--- src/design/ttlhs_pkg.sv ---
package ttlhs_pkg;

    // Configuration register indexes
    localparam int CFG_IDX_W = 3;
    localparam logic [CFG_IDX_W-1:0] CFG_FIRST_WAIT  = 3'd0;
    localparam logic [CFG_IDX_W-1:0] CFG_REPLY_WAIT  = 3'd1;
    localparam logic [CFG_IDX_W-1:0] CFG_REPLY_PULSE = 3'd2;
    localparam logic [CFG_IDX_W-1:0] CFG_REPLY_GAP   = 3'd3;
    localparam logic [CFG_IDX_W-1:0] CFG_LAUNCH      = 3'd4;
    localparam logic [CFG_IDX_W-1:0] CFG_END         = 3'd5;

    localparam int CFG_DATA_W = 32;
    localparam int CNT_W      = 32;
    localparam int LEN_W      = 16;

    // Reset values of the configuration registers
    localparam logic [CNT_W-1:0] RST_FIRST_WAIT  = 32'd30000000;
    localparam logic [CNT_W-1:0] RST_REPLY_WAIT  = 32'd5000000;
    localparam logic [LEN_W-1:0] RST_REPLY_PULSE = 16'd5;
    localparam logic [LEN_W-1:0] RST_REPLY_GAP   = 16'd10;
    localparam logic [LEN_W-1:0] RST_LAUNCH      = 16'd30;
    localparam logic [LEN_W-1:0] RST_END         = 16'd10;

    typedef enum logic [3:0] {
        PH_IDLE       = 4'd0,
        PH_WAIT_FIRST = 4'd1,
        PH_REPLY      = 4'd2,
        PH_GAP        = 4'd3,
        PH_WAIT_RESP  = 4'd4,
        PH_WAIT_READY = 4'd5,
        PH_LAUNCH     = 4'd6,
        PH_WAIT_END   = 4'd7,
        PH_END_PULSE  = 4'd8,
        PH_DONE       = 4'd9
    } t_phase;

    typedef struct packed {
        logic [CNT_W-1:0] first_wait_limit;
        logic [CNT_W-1:0] reply_wait_limit;
        logic [LEN_W-1:0] reply_pulse_len;
        logic [LEN_W-1:0] reply_gap_len;
        logic [LEN_W-1:0] launch_pulse_len;
        logic [LEN_W-1:0] end_pulse_len;
    } t_cfg;

    typedef struct packed {
        logic start_req;
        logic console_in;
    } t_in_beat;

    typedef struct packed {
        logic       launch_out;
        logic       console_out;
        logic [3:0] phase;
        logic       timed_out;
        logic       finished;
    } t_out_beat;

endpackage

--- src/design/ttlhs_cfg_regs.sv ---
module ttlhs_cfg_regs (
    input  logic                               i_clk,
    input  logic                               i_rst_n,
    input  logic                               i_wr,
    input  logic [ttlhs_pkg::CFG_IDX_W-1:0]    i_index,
    input  logic [ttlhs_pkg::CFG_DATA_W-1:0]   i_data,
    output ttlhs_pkg::t_cfg                    o_cfg
);
    import ttlhs_pkg::*;

    t_cfg r_cfg;

    // Register file; indexes past the list are dropped
    always_ff @(posedge i_clk) begin
        if (!i_rst_n) begin
            r_cfg.first_wait_limit <= RST_FIRST_WAIT;
            r_cfg.reply_wait_limit <= RST_REPLY_WAIT;
            r_cfg.reply_pulse_len  <= RST_REPLY_PULSE;
            r_cfg.reply_gap_len    <= RST_REPLY_GAP;
            r_cfg.launch_pulse_len <= RST_LAUNCH;
            r_cfg.end_pulse_len    <= RST_END;
        end else if (i_wr) begin
            case (i_index)
                CFG_FIRST_WAIT:  r_cfg.first_wait_limit <= i_data;
                CFG_REPLY_WAIT:  r_cfg.reply_wait_limit <= i_data;
                CFG_REPLY_PULSE: r_cfg.reply_pulse_len  <= i_data[LEN_W-1:0];
                CFG_REPLY_GAP:   r_cfg.reply_gap_len    <= i_data[LEN_W-1:0];
                CFG_LAUNCH:      r_cfg.launch_pulse_len <= i_data[LEN_W-1:0];
                CFG_END:         r_cfg.end_pulse_len    <= i_data[LEN_W-1:0];
                default: ;
            endcase
        end
    end

    assign o_cfg = r_cfg;

endmodule

--- src/design/ttlhs_seq_core.sv ---
module ttlhs_seq_core (
    input  logic                  i_clk,
    input  logic                  i_rst_n,
    input  logic                  i_step,
    input  ttlhs_pkg::t_in_beat   i_beat,
    input  ttlhs_pkg::t_cfg       i_cfg,
    output ttlhs_pkg::t_out_beat  o_beat
);
    import ttlhs_pkg::*;

    t_phase           r_phase, n_phase;
    logic [CNT_W-1:0] r_count, n_count;
    logic             r_flag,  n_flag;
    logic             n_fin;

    logic [CNT_W-1:0] cnt_inc;
    logic [LEN_W:0]   pulse_gap_end;

    // Saturating tick counter increment
    assign cnt_inc       = (r_count == '1) ? r_count : r_count + 1'b1;
    assign pulse_gap_end = {1'b0, i_cfg.reply_pulse_len} + {1'b0, i_cfg.reply_gap_len};

    // Next state
    always_comb begin
        n_phase = r_phase;
        n_count = r_count;
        n_flag  = r_flag;
        n_fin   = 1'b0;
        case (r_phase)
            PH_WAIT_FIRST: begin
                if (i_beat.console_in) begin
                    n_phase = PH_REPLY;
                    n_count = CNT_W'(1);
                end else if (cnt_inc > i_cfg.first_wait_limit) begin
                    n_flag  = 1'b1;
                    n_phase = PH_WAIT_END;
                    n_count = '0;
                end else begin
                    n_count = cnt_inc;
                end
            end
            PH_REPLY, PH_GAP: begin
                n_count = cnt_inc;
                if (cnt_inc <= CNT_W'(i_cfg.reply_pulse_len))
                    n_phase = PH_REPLY;
                else if (cnt_inc <= CNT_W'(pulse_gap_end))
                    n_phase = PH_GAP;
                else
                    n_phase = PH_WAIT_RESP;
            end
            PH_WAIT_RESP: begin
                if (i_beat.console_in) begin
                    n_phase = PH_WAIT_READY;
                    n_count = '0;
                end else if (cnt_inc > i_cfg.reply_wait_limit) begin
                    n_flag  = 1'b1;
                    n_phase = PH_WAIT_END;
                    n_count = '0;
                end else begin
                    n_count = cnt_inc;
                end
            end
            PH_WAIT_READY: begin
                if (i_beat.console_in) begin
                    n_phase = PH_LAUNCH;
                    n_count = CNT_W'(1);
                end
            end
            PH_LAUNCH: begin
                if (cnt_inc > CNT_W'(i_cfg.launch_pulse_len)) begin
                    n_phase = PH_WAIT_END;
                    n_count = '0;
                end else begin
                    n_count = cnt_inc;
                end
            end
            PH_WAIT_END: begin
                if (i_beat.console_in) begin
                    n_phase = PH_END_PULSE;
                    n_count = CNT_W'(1);
                end
            end
            PH_END_PULSE: begin
                if (cnt_inc > CNT_W'(i_cfg.end_pulse_len)) begin
                    n_phase = PH_DONE;
                    n_count = '0;
                    n_fin   = 1'b1;
                end else begin
                    n_count = cnt_inc;
                end
            end
            default: begin
                // idle or done: a start request opens a new run
                if (i_beat.start_req) begin
                    n_phase = PH_WAIT_FIRST;
                    n_count = '0;
                    n_flag  = 1'b0;
                end else if (r_phase != PH_DONE) begin
                    n_phase = PH_IDLE;
                end
            end
        endcase
    end

    // Result fields, decoded from the phase being entered
    always_comb begin
        o_beat.launch_out  = (n_phase == PH_LAUNCH) || (n_phase == PH_END_PULSE);
        o_beat.console_out = (n_phase == PH_REPLY)  || (n_phase == PH_LAUNCH);
        o_beat.phase       = n_phase;
        o_beat.timed_out   = n_flag;
        o_beat.finished    = n_fin;
    end

    // State registers advance once per accepted tick
    always_ff @(posedge i_clk) begin
        if (!i_rst_n) begin
            r_phase <= PH_IDLE;
            r_count <= '0;
            r_flag  <= 1'b0;
        end else if (i_step) begin
            r_phase <= n_phase;
            r_count <= n_count;
            r_flag  <= n_flag;
        end
    end

endmodule

--- src/design/ttlhs_out_reg.sv ---
module ttlhs_out_reg (
    input  logic                  i_clk,
    input  logic                  i_rst_n,
    input  logic                  i_load,
    input  ttlhs_pkg::t_out_beat  i_beat,
    output logic                  o_space,
    output logic                  o_valid,
    input  logic                  i_ready,
    output ttlhs_pkg::t_out_beat  o_beat
);
    import ttlhs_pkg::*;

    logic      r_valid;
    t_out_beat r_beat;

    // Room for a new beat when empty or the held beat leaves this cycle
    assign o_space = !r_valid || i_ready;

    always_ff @(posedge i_clk) begin
        if (!i_rst_n) begin
            r_valid <= 1'b0;
        end else if (i_load) begin
            r_valid <= 1'b1;
        end else if (i_ready) begin
            r_valid <= 1'b0;
        end
    end

    // Payload, no reset needed
    always_ff @(posedge i_clk) begin
        if (i_load) begin
            r_beat <= i_beat;
        end
    end

    assign o_valid = r_valid;
    assign o_beat  = r_beat;

endmodule

--- src/design/ttl_trigger_handshake_sequencer_top.sv ---
// TTL trigger handshake sequencer.
// Input channel (i_in_valid / o_in_ready / i_in): one beat per time tick,
// carrying the start request and the sampled console level.
// Output channel (o_out_valid / i_out_ready / o_out): one beat per input
// beat, giving the line levels, phase, timeout flag and finish strobe of
// the phase entered on that tick.
// Configuration channel (i_cfg_valid / o_cfg_ready / i_cfg_index /
// i_cfg_data): always ready; write only while the block is idle.
// A result beat is registered and valid the cycle after its input beat is taken.
// Throughput: one beat per cycle while i_out_ready stays high; the sequencer
// step is one counter increment and the 32-bit compares of the current phase,
// between the state registers and the output register.
// Reset: configuration returns to defaults, the sequencer goes idle with
// the counter and timeout flag cleared, and the output register empties.
// Stall: when the receiver holds i_out_ready low, the output register keeps
// its beat and o_in_ready drops until that beat is taken.
module ttl_trigger_handshake_sequencer_top (
    input  logic                              i_clk,
    input  logic                              i_rst_n,
    input  logic                              i_in_valid,
    output logic                              o_in_ready,
    input  ttlhs_pkg::t_in_beat               i_in,
    output logic                              o_out_valid,
    input  logic                              i_out_ready,
    output ttlhs_pkg::t_out_beat              o_out,
    input  logic                              i_cfg_valid,
    output logic                              o_cfg_ready,
    input  logic [ttlhs_pkg::CFG_IDX_W-1:0]   i_cfg_index,
    input  logic [ttlhs_pkg::CFG_DATA_W-1:0]  i_cfg_data
);
    import ttlhs_pkg::*;

    t_cfg      cfg;
    t_out_beat step_beat;
    logic      space;
    logic      in_accept;

    assign o_cfg_ready = 1'b1;
    assign o_in_ready  = space;
    assign in_accept   = i_in_valid && space;

    ttlhs_cfg_regs u_cfg (
        .i_clk   (i_clk),
        .i_rst_n (i_rst_n),
        .i_wr    (i_cfg_valid),
        .i_index (i_cfg_index),
        .i_data  (i_cfg_data),
        .o_cfg   (cfg)
    );

    ttlhs_seq_core u_core (
        .i_clk   (i_clk),
        .i_rst_n (i_rst_n),
        .i_step  (in_accept),
        .i_beat  (i_in),
        .i_cfg   (cfg),
        .o_beat  (step_beat)
    );

    ttlhs_out_reg u_out (
        .i_clk   (i_clk),
        .i_rst_n (i_rst_n),
        .i_load  (in_accept),
        .i_beat  (step_beat),
        .o_space (space),
        .o_valid (o_out_valid),
        .i_ready (i_out_ready),
        .o_beat  (o_out)
    );

endmodule

--- config.mk ---
export PLATFORM = sky130hd
export DESIGN_NAME = ttl_trigger_handshake_sequencer_top
export DESIGN_NICKNAME = d
export VERILOG_FILES = /design/src/design/ttlhs_pkg.sv /design/src/design/ttlhs_cfg_regs.sv /design/src/design/ttlhs_seq_core.sv /design/src/design/ttlhs_out_reg.sv /design/src/design/ttl_trigger_handshake_sequencer_top.sv
export SDC_FILE = /design/constraint.sdc
export NUM_CORES = 1
export LEC_CHECK = 0
export BUFFER_PORTS_ARGS = -buffer_cell sky130_fd_sc_hd__buf_2
export CORE_MARGIN = 3
export CORE_UTILIZATION = 49
export DETAILED_ROUTE_END_ITERATION = 10
export PLACE_DENSITY = 0.65
export SYNTH_ARGS = -nofsm -noshare
export SYNTH_HDL_FRONTEND = slang
export SYNTH_SLANG_ARGS = --single-unit
export TNS_END_PERCENT = 20
--- constraint.sdc ---
create_clock -name i_clk -period 5.43 [get_ports i_clk]
set_input_delay 0.2715 -clock i_clk [delete_from_list [all_inputs] [get_ports i_clk]]
set_output_delay 0.2715 -clock i_clk [all_outputs]
set_load 0.02 [all_outputs]
Word level (Yosys, flattened, before mapping). Index checks and enable logic that the tools add are counted.

Bits in read-only memories: 0. Bits in registers: 174. Input bits: 42. RAM bits: 0. Bits in latches: 0. Word-level logic and storage cells: 92. Memories kept: 0. Output and inout port bits: 11.

Reduce and logical (&&, ||, !) cells: 18. Shift operators: 0. Divide/modulo/power cells: 0. Eq/ne operators: 19. Add/sub/neg operators: 2. Bitwise operators: 0. Mux-type cells: 32. Multiply operators: 0. Magnitude comparators: 6.

Operators by type and width (number): two-way mux 32 bit (9); one-hot mux 32 bit (6 select lines) (1); > comparator 32 x 16 -> 1 bit (2); > comparator 32 bit (2); two-way mux 4 bit (11); adder 32 x 1 -> 32 bit (second input constant) (1); equality test 32 bit (second input constant) (1); less-or-equal comparator 32 x 16 -> 1 bit (1); less-or-equal comparator 32 x 17 -> 1 bit (1); one-hot mux 4 bit (7 select lines) (1); equality test 4 x 3 -> 1 bit (second input constant) (5); adder 16 x 16 -> 17 bit (1); equality test 4 x 2 -> 1 bit (second input constant) (3); AND reduction 2 bit (6); equality test 4 bit (second input constant) (2); two-way mux 1 bit (8); nonzero test 7 bit (1); equality test 3 x 2 -> 1 bit (second input constant) (2); equality test 3 bit (second input constant) (2); OR reduction 6 bit (1); equality test 4 x 1 -> 1 bit (second input constant) (1); inequality test 4 bit (second input constant) (1); OR reduction 2 bit (2); equality test 3 x 1 -> 1 bit (second input constant) (1); other kinds (9) (11).

Logic depth before layout (Yosys ltp). Gate-level depths: netlist of the first run.

Depth after elaboration: 8. Mapped depth: 22. Mapped depth without buffers: 22.

Hierarchy. Synthesis of the first run repeated with hierarchy kept, for this count alone.

Cell total of the unflattened synthesis: 1372. Area total of the unflattened synthesis: 11826.3 µm².

Modules (own cells, without submodules): ttlhs_seq_core (sequential area each 740.7 µm², area an instance 6587.6 µm², instances 1, cells each 878); ttlhs_cfg_regs (sequential area each 2562.5 µm², area an instance 4932.2 µm², instances 1, cells each 479); ttlhs_out_reg (sequential area each 260.2 µm², area an instance 289.0 µm², instances 1, cells each 12); ttl_trigger_handshake_sequencer_top (sequential area each 0.0 µm², area an instance 17.5 µm², instances 1, cells each 3).

Worst setup path before layout of the first run. No wires, ideal clock.

Kind: flip-flop to flip-flop. From: reg u_core.r_count[0]. To: reg u_core.r_count[6]. Buffers on the path: 2. Stages on the path, launching flop included: 23. Arrival time: 4.259 ns. Data required time: 5.358 ns. Clock period less this slack: 4.331 ns. Slack: 1.099 ns. Library setup time: 0.072 ns. Cells stage by stage: dfxtp_1 -> ha_1 -> and2_1 -> and4_1 -> nand3_1 -> nand2_1 -> nor2_1 -> and3_1 -> nand3_1 -> xnor2_1 -> ha_1 -> nand4_1 -> nor3_1 -> a211oi_1 -> a21oi_1 -> or3_1 -> o21ai_0 -> nand2_1 -> a21oi_2 -> buf_6 -> buf_6 -> nand4_1 -> mux2i_1.

Cells in the longest elaborated chain, start to end: 6. Elaborated cells on any way between the ends: 14. Those cells by class: 1 x add/sub; 4 x order compare; 1 x eq/ne; 8 x mux.

RTL lines: from (decl) (RTL line ttlhs_seq_core.sv:12) `logic [CNT_W-1:0] r_count, n_count;`; from (signal assigned) (RTL line ttlhs_seq_core.sv:122) `r_count <= n_count;`; adder 32 x 1 -> 32 bit or equality test 32 bit (tied branches) (RTL line ttlhs_seq_core.sv:20) `assign cnt_inc = (r_count == '1) ? r_count : r_count + 1'b1;`; two-way mux 32 bit * (RTL line ttlhs_seq_core.sv:20); > comparator 32 bit (on tied branches) (RTL line ttlhs_seq_core.sv:55, ttlhs_seq_core.sv:34); two-way mux 32 bit (on tied branches) (RTL line ttlhs_seq_core.sv:55, ttlhs_seq_core.sv:34); two-way mux 32 bit (on tied branches) (RTL line ttlhs_seq_core.sv:52, ttlhs_seq_core.sv:31); one-hot mux 32 bit (6 select lines) * (RTL line ttlhs_seq_core.sv:29) `case (r_phase)`.

Mark *: on every way between the ends. The rest lies on a longest branch, timed or not. A chain may end at the register's enable or synchronous reset.

Worst setup path in the final report of the first run.
From: reg u_core.r_count[6]. To: reg u_core.r_count[13].

Same word-level chain as after synthesis.

==> reports/results.ini, run 1 <==
[synth]
syn-num-nets=1674
ys_seq_area_frac=0.312
syn_avg_cell_area_um2=7.70
yosys_register_bits=174
async_flop_share=0
synth-main-ff-cell=dfxtp_1
synth_cells=1485
synth_warnings=0
synth_edf_count=8
synth_cell_type_count=67
synth_area_um2=11400

[detailed_routing]
vias=10395
drt_first_pass_iters=5
drc=0
wirelength_um=32100
drtIter0Drc=657
viasPerCell=5.65
ant_nets=0
wl_per_cell_um=17.4

[clock_network]
path_clk_slew_ps=70
cts_tree=yes
numCtsBuffers=17
htree_levels=4
clk_path_buf_depth=2
cts_num_sinks=174
worst_skew_pair.late_latency_ps=440
cts_root_buf=clkbuf_16
cts_setup_buffers=0

[floorplan]
rows=55
initial_utilization=0.502
io_pins=53
die_x_um=159
core_area_um2=22800
fp.dieArea_um2=25200
die_h_um=159

[sta]
slew_violations=0
rsz0062_at_grt=no
tns_ps=0
max_slew_margin=0.359
period_minus_slack_ps=5140
hold_violations=0
period_share=0.947
tightest_slew_ps=954
setup_viol=0
clock.fmax_mhz=195
skew_ps=16.0

[global_route]
grt_antenna_before_repair=0
grt_overflow=0
grt_pass1_wl_um=52200
grt_max_degree=82
grt_pass1_vias=9800
grt.total_usage=0.254

[worst_setup_path]
crit_arrival_ps=5490
cp_max_fo=27
regToRegSetupSlack_ps=290
startpoint_type=flip-flop
required_ps=5780
crit_type=reg -> reg
setup.worst_path.end_class=flip-flop

[power_and_ir_drop]
switchingPower_mw=0.788
powerDensity_nw_per_um2=230
p_leak_nw=5.37
seq_power_share=0.458
p_total_mw=2.92
swShare=0.270
pwr-share-comb=0.103
internal-power_mw=2.13
clockPowerShare=0.439
worst_ir_drop_vdd_mv=0.163

[layout]
num_antenna_cells=0
areaGrowthSynthToFinish_pct=11.1
nNetsFinal=1703
drive_gt1_frac=0.0917

[placed_design]
globalplace.congestion=0.906
port_buffers=51
dp_hpwl_um=23100

[hold_path]
hold_path.class=in -> reg

[run_status]
outcome=complete, no violations

[flow_run]
drv_cap=0

## cell families (layout without fill, tap and decap cells)
kind of cell / Yosys count / in the layout / share of synthesized area
and+or+nand+nor: 571 / 571 / 0.234
AOI/OAI and AO/OA: 339 / 339 / 0.180
buffers and inverters: 195 / 237 / 0.0675
DFF: 174 / 174 / 0.312
adders and majority gates: 147 / 147 / 0.161
xor gates and xnor gates: 47 / 47 / 0.0360
muxes: 11 / 11 / 0.00963
other: 1 / 1 / 0.000328
## worst max-delay path: stages (launching register included)
cell      delay [ps]
dfxtp_1          420
and3_1           320
and3_1           330
nand2_1          180
nor2_2           270
buf_4            180
nand3_1           90
xnor2_1          400
ha_1             340
a21oi_1          120
o21ai_0           90
a221oi_1         450
o21ai_0          250
o21ai_0          270
buf_4            180
a21o_1           150
a41oi_2           60
a21oi_2          240
buf_12           190
or3b_1           370
mux2i_1          140
## placed cells by master, fill, tap and decap left out, types with 12 or more instances in the layout
cell,n
a22oi_1,19
and3_1,17
inv_1,124
buf_2,51
nand2b_1,15
nand3_1,51
buf_4,28
o211ai_1,29
xnor2_1,31
xor2_1,12
nand4_1,37
a21oi_1,163
a211oi_1,12
nor2_1,57
a21o_1,23
nor3_1,21
and2_1,12
clkbuf_16,17
o21ai_0,41
dfxtp_1,166
ha_1,146
nand2_1,296
and4_1,13
## state kept, by name, summed over array words and instances (netlist names)
signal,count
u_out.o_beat,8
u_core.r_flag,1
u_core.r_count,32
u_cfg.o_cfg,128
u_core.r_phase,4
u_out.o_valid,1
## final timing paths
path / cells past startpoint / startpoint / endpoint
worst max-delay path: 20 / u_core.r_count[6] / u_core.r_count[13]
worst min-delay path: 3 / i_cfg_data[21] / u_cfg.o_cfg[117]
worst max register to register: 20 / u_core.r_count[6] / u_core.r_count[13]
worst min register to register: 2 / u_cfg.o_cfg[85] / u_cfg.o_cfg[85]
## metrics by stage
stage	setup slack (ps)	instances	cell area (um^2)	utilization	hold WS, ps
floorplan	1100	1485	11400	-	395
global placement	314	1808	12000	0.528	442
detailed placement	240	1808	12000	0.528	447
CTS	195	1840	12600	0.555	60.9
global route	20.1	1840	12700	0.558	78.4
finish	289	1840	12700	0.558	74.9
## power groups by stage
stage	registers (mW)	clock network, mW	logic [mW]
floorplan	1.37	0	0.196
detailed placement	1.37	0	0.297
global placement	1.37	0	0.293
global route	1.34	1.36	0.334
finish	1.34	1.28	0.301
CTS	1.34	1.30	0.299
## layer usage
layer  part of all wire  global-route usage  up-vias
met5                  0                   0        -
met1               0.50               0.377     4841
li1                   -                   -     5241
met4              0.015              0.0669        0
met3              0.052              0.0324       35
met2               0.44               0.388      278
## synth_stat cells, drive strengths merged, types with 5 or more instances
library cell | number | area share
nand2 | 296 | 0.097
dfxtp | 166 | 0.29
a21oi | 164 | 0.072
ha | 146 | 0.16
inv | 125 | 0.041
nor2 | 61 | 0.020
nand3 | 51 | 0.022
o21ai | 47 | 0.021
clkbuf | 46 | 0.015
nand4 | 38 | 0.021
xnor2 | 34 | 0.026
o211ai | 29 | 0.019
buf | 24 | 0.011
nor3 | 24 | 0.011
a21o | 23 | 0.015
a22oi | 19 | 0.012
and3 | 17 | 0.0093
nand2b | 15 | 0.0082
and4 | 14 | 0.011
xor2 | 13 | 0.010
a211oi | 12 | 0.0079
a31oi | 12 | 0.0066
and2 | 12 | 0.0066
mux2i | 11 | 0.0096
nor2b | 11 | 0.0060
nor4 | 9 | 0.0062
edfxtp | 8 | 0.021
or2 | 7 | 0.0038
or4 | 5 | 0.0036
## repair_timing
action | in CTS | in global routing
setup endpoints to repair | 0 | 25
gates resized for setup | 0 | 11
hold buffers | 0 | 0
## final cells by class
type | instances | area [um^2]
Clock inverter | 12 | 146
Sequential cell | 174 | 3560
Fill cell | 2194 | 10100
Tap cell | 313 | 392
Timing Repair Buffer | 80 | 485
Multi-Input combinational cell | 1116 | 7190
Clock buffer | 20 | 457
Inverter | 125 | 472
No activity file was read; power rests on OpenSTA's default activity.
==> inputs of run 2 (changes only) <==
--- a/config.mk
+++ b/config.mk
@@ -9,8 +9,9 @@
 export CORE_MARGIN = 3
 export CORE_UTILIZATION = 49
 export DETAILED_ROUTE_END_ITERATION = 10
+export HOLD_SLACK_MARGIN = 0.08
 export PLACE_DENSITY = 0.65
 export SYNTH_ARGS = -nofsm -noshare
 export SYNTH_HDL_FRONTEND = slang
 export SYNTH_SLANG_ARGS = --single-unit
-export TNS_END_PERCENT = 20
+export TNS_END_PERCENT = 10
==> run 2 against run 1 <==
  * Sequential power barely moved
  * Global-route usage rose by 0.17 points
  * Sequential share of layout area decreased by 0.33 points
  * Critical endpoint unchanged
  * Total power up 0.20%
  * Via count rose by 0.87%
  * Setup slack improved by 17 ps
  * Non-clock buffer count is 15 higher
  * Highest routed layer unchanged
  * Design area up 1.2%
==> reports/results.ini, run 2 (synthesis results as in run 1) <==
[global_route]
grt_pass1_wl_um=52600
grt_overflow=0
grt_max_degree=82
grt_antenna_before_repair=0
grt_pass1_vias=9886
grt.total_usage=0.256

[power_and_ir_drop]
powerDensity_nw_per_um2=228
p_total_mw=2.93
p_leak_nw=5.43
worst_ir_drop_vdd_mv=0.163

[worst_setup_path]
startpoint_type=flip-flop
setup.worst_path.end_class=flip-flop
required_ps=5780
crit_end=u_core.r_count[13]
regToRegSetupSlack_ps=310
cp_max_fo=27
crit-reg2reg-launch=u_core.r_count[6]
crit_start=u_core.r_count[6]
crit_type=reg -> reg
crit_arrival_ps=5470
r2r_cells=20
r2r_end=u_core.r_count[13]

[layout]
nNetsFinal=1718
multi_input_area_um2=7190
areaGrowthSynthToFinish_pct=12.4
largest_register_ffs=128
layout_commonest_cell=nand2_1
num_antenna_cells=0
layout_common_cells=nand2_1, dfxtp_1, a21oi_1
fillers=2180
stdcell_count=1855
drive_gt1_frac=0.0908
fin_area_um2=12900
register_area_um2=3560

[detailed_routing]
wirelength_um=32300
vias=10485
viasPerCell=5.65
drt_first_pass_iters=5
drc=0
ant_nets=0
wl_per_cell_um=17.4
drtIter0Drc=760

[sta]
max_slew_margin=0.344
skew_ps=14.8
rsz0062_at_grt=no
setup_viol=0
tns_ps=0
fin_ws_ps=306
hold_violations=0
period_minus_slack_ps=5120
slew_violations=0
clock.fmax_mhz=195
tightest_slew_ps=983
period_share=0.944

[floorplan]
initial_utilization=0.502
core_area_um2=22800
die_x_um=159
rows=55
io_pins=53
die_h_um=159
fp.dieArea_um2=25200

[placed_design]
globalplace.congestion=0.906
port_buffers=51
dp_hpwl_um=23100
dp_slack_ps=240
dp.cells=1808
place_area_um2=12000

[clock_network]
path_clk_slew_ps=70
cts_num_sinks=174
htree_levels=4
cts_tree=yes
worst_skew_pair.late_latency_ps=440
numCtsBuffers=17
clk_path_buf_depth=2
cts_root_buf=clkbuf_16

[run_status]
outcome=complete, no violations

[hold_path]
hold_path.class=in -> reg

[flow_run]
drv_cap=0

run 2: changes by cell type in the layout (fill, tap and decap cells not counted), sizes merged:
| cell | delta |
|---|---|
| dlygate4sd3 | +15 |
run 2: routing by layer:
layer	track usage	vias to the layer above	routed length, um
met5	0	-	0
met1	0.378	4897	15600
met3	0.0324	37	1860
met4	0.0669	0	484
li1	-	5276	-
met2	0.394	275	14300
run 2: critical path, cell delays in order (launching register included):
cell      delay, ps
dfxtp_1         420
and3_1          320
and3_1          340
nand2_1         190
nor2_2          270
buf_4           180
nand3_1          90
xnor2_1         400
ha_1            340
a21oi_1         120
o21ai_0          90
a221oi_1        450
o21ai_0         230
o21ai_0         260
buf_4           180
a21o_1          150
a41oi_2          70
a21oi_2         240
buf_12          190
or3b_1          370
mux2i_1         140
run 2: final cells by class:
class,count,share of cell area
Clock inverter,12,0.0114
Inverter,125,0.0367
Timing Repair Buffer,95,0.0495
Multi-Input combinational cell,1116,0.559
Clock buffer,20,0.0355
Tap cell,313,0.0305
Sequential cell,174,0.277
run 2: what timing repair did:
item,in CTS,in global routing
gates resized for setup,0,11
setup buffers,0,0
endpoints found under the hold margin,26,0
setup endpoints to repair,0,25
hold buffers,15,0
run 2: how the worst min path moves through the flow:
stage,slack (ps),end,start,cells after the start
CTS,80,u_cfg.o_cfg[126],i_cfg_data[30],3
finish,100,u_cfg.o_cfg[113],i_cfg_data[17],3
floorplan,400,u_cfg.o_cfg[35],i_cfg_data[3],2
global route,90,u_cfg.o_cfg[126],i_cfg_data[30],3
global placement,440,u_cfg.o_cfg[107],u_cfg.o_cfg[107],2
detailed placement,450,u_cfg.o_cfg[7],u_cfg.o_cfg[7],2
run 2: power by group:
part / switching (mW) / internal (mW)
clock: 0.564 / 0.716
combinational: 0.201 / 0.108
sequential: 0.0216 / 1.32
total: 0.787 / 2.14
run 2: stage by stage:
step,hold slack (ps),utilization
after detailed placement,447,0.528
final,96.1,0.564
after global placement,442,0.528
after CTS,80.9,0.561
after floorplan,395,-
after global routing,94.2,0.564
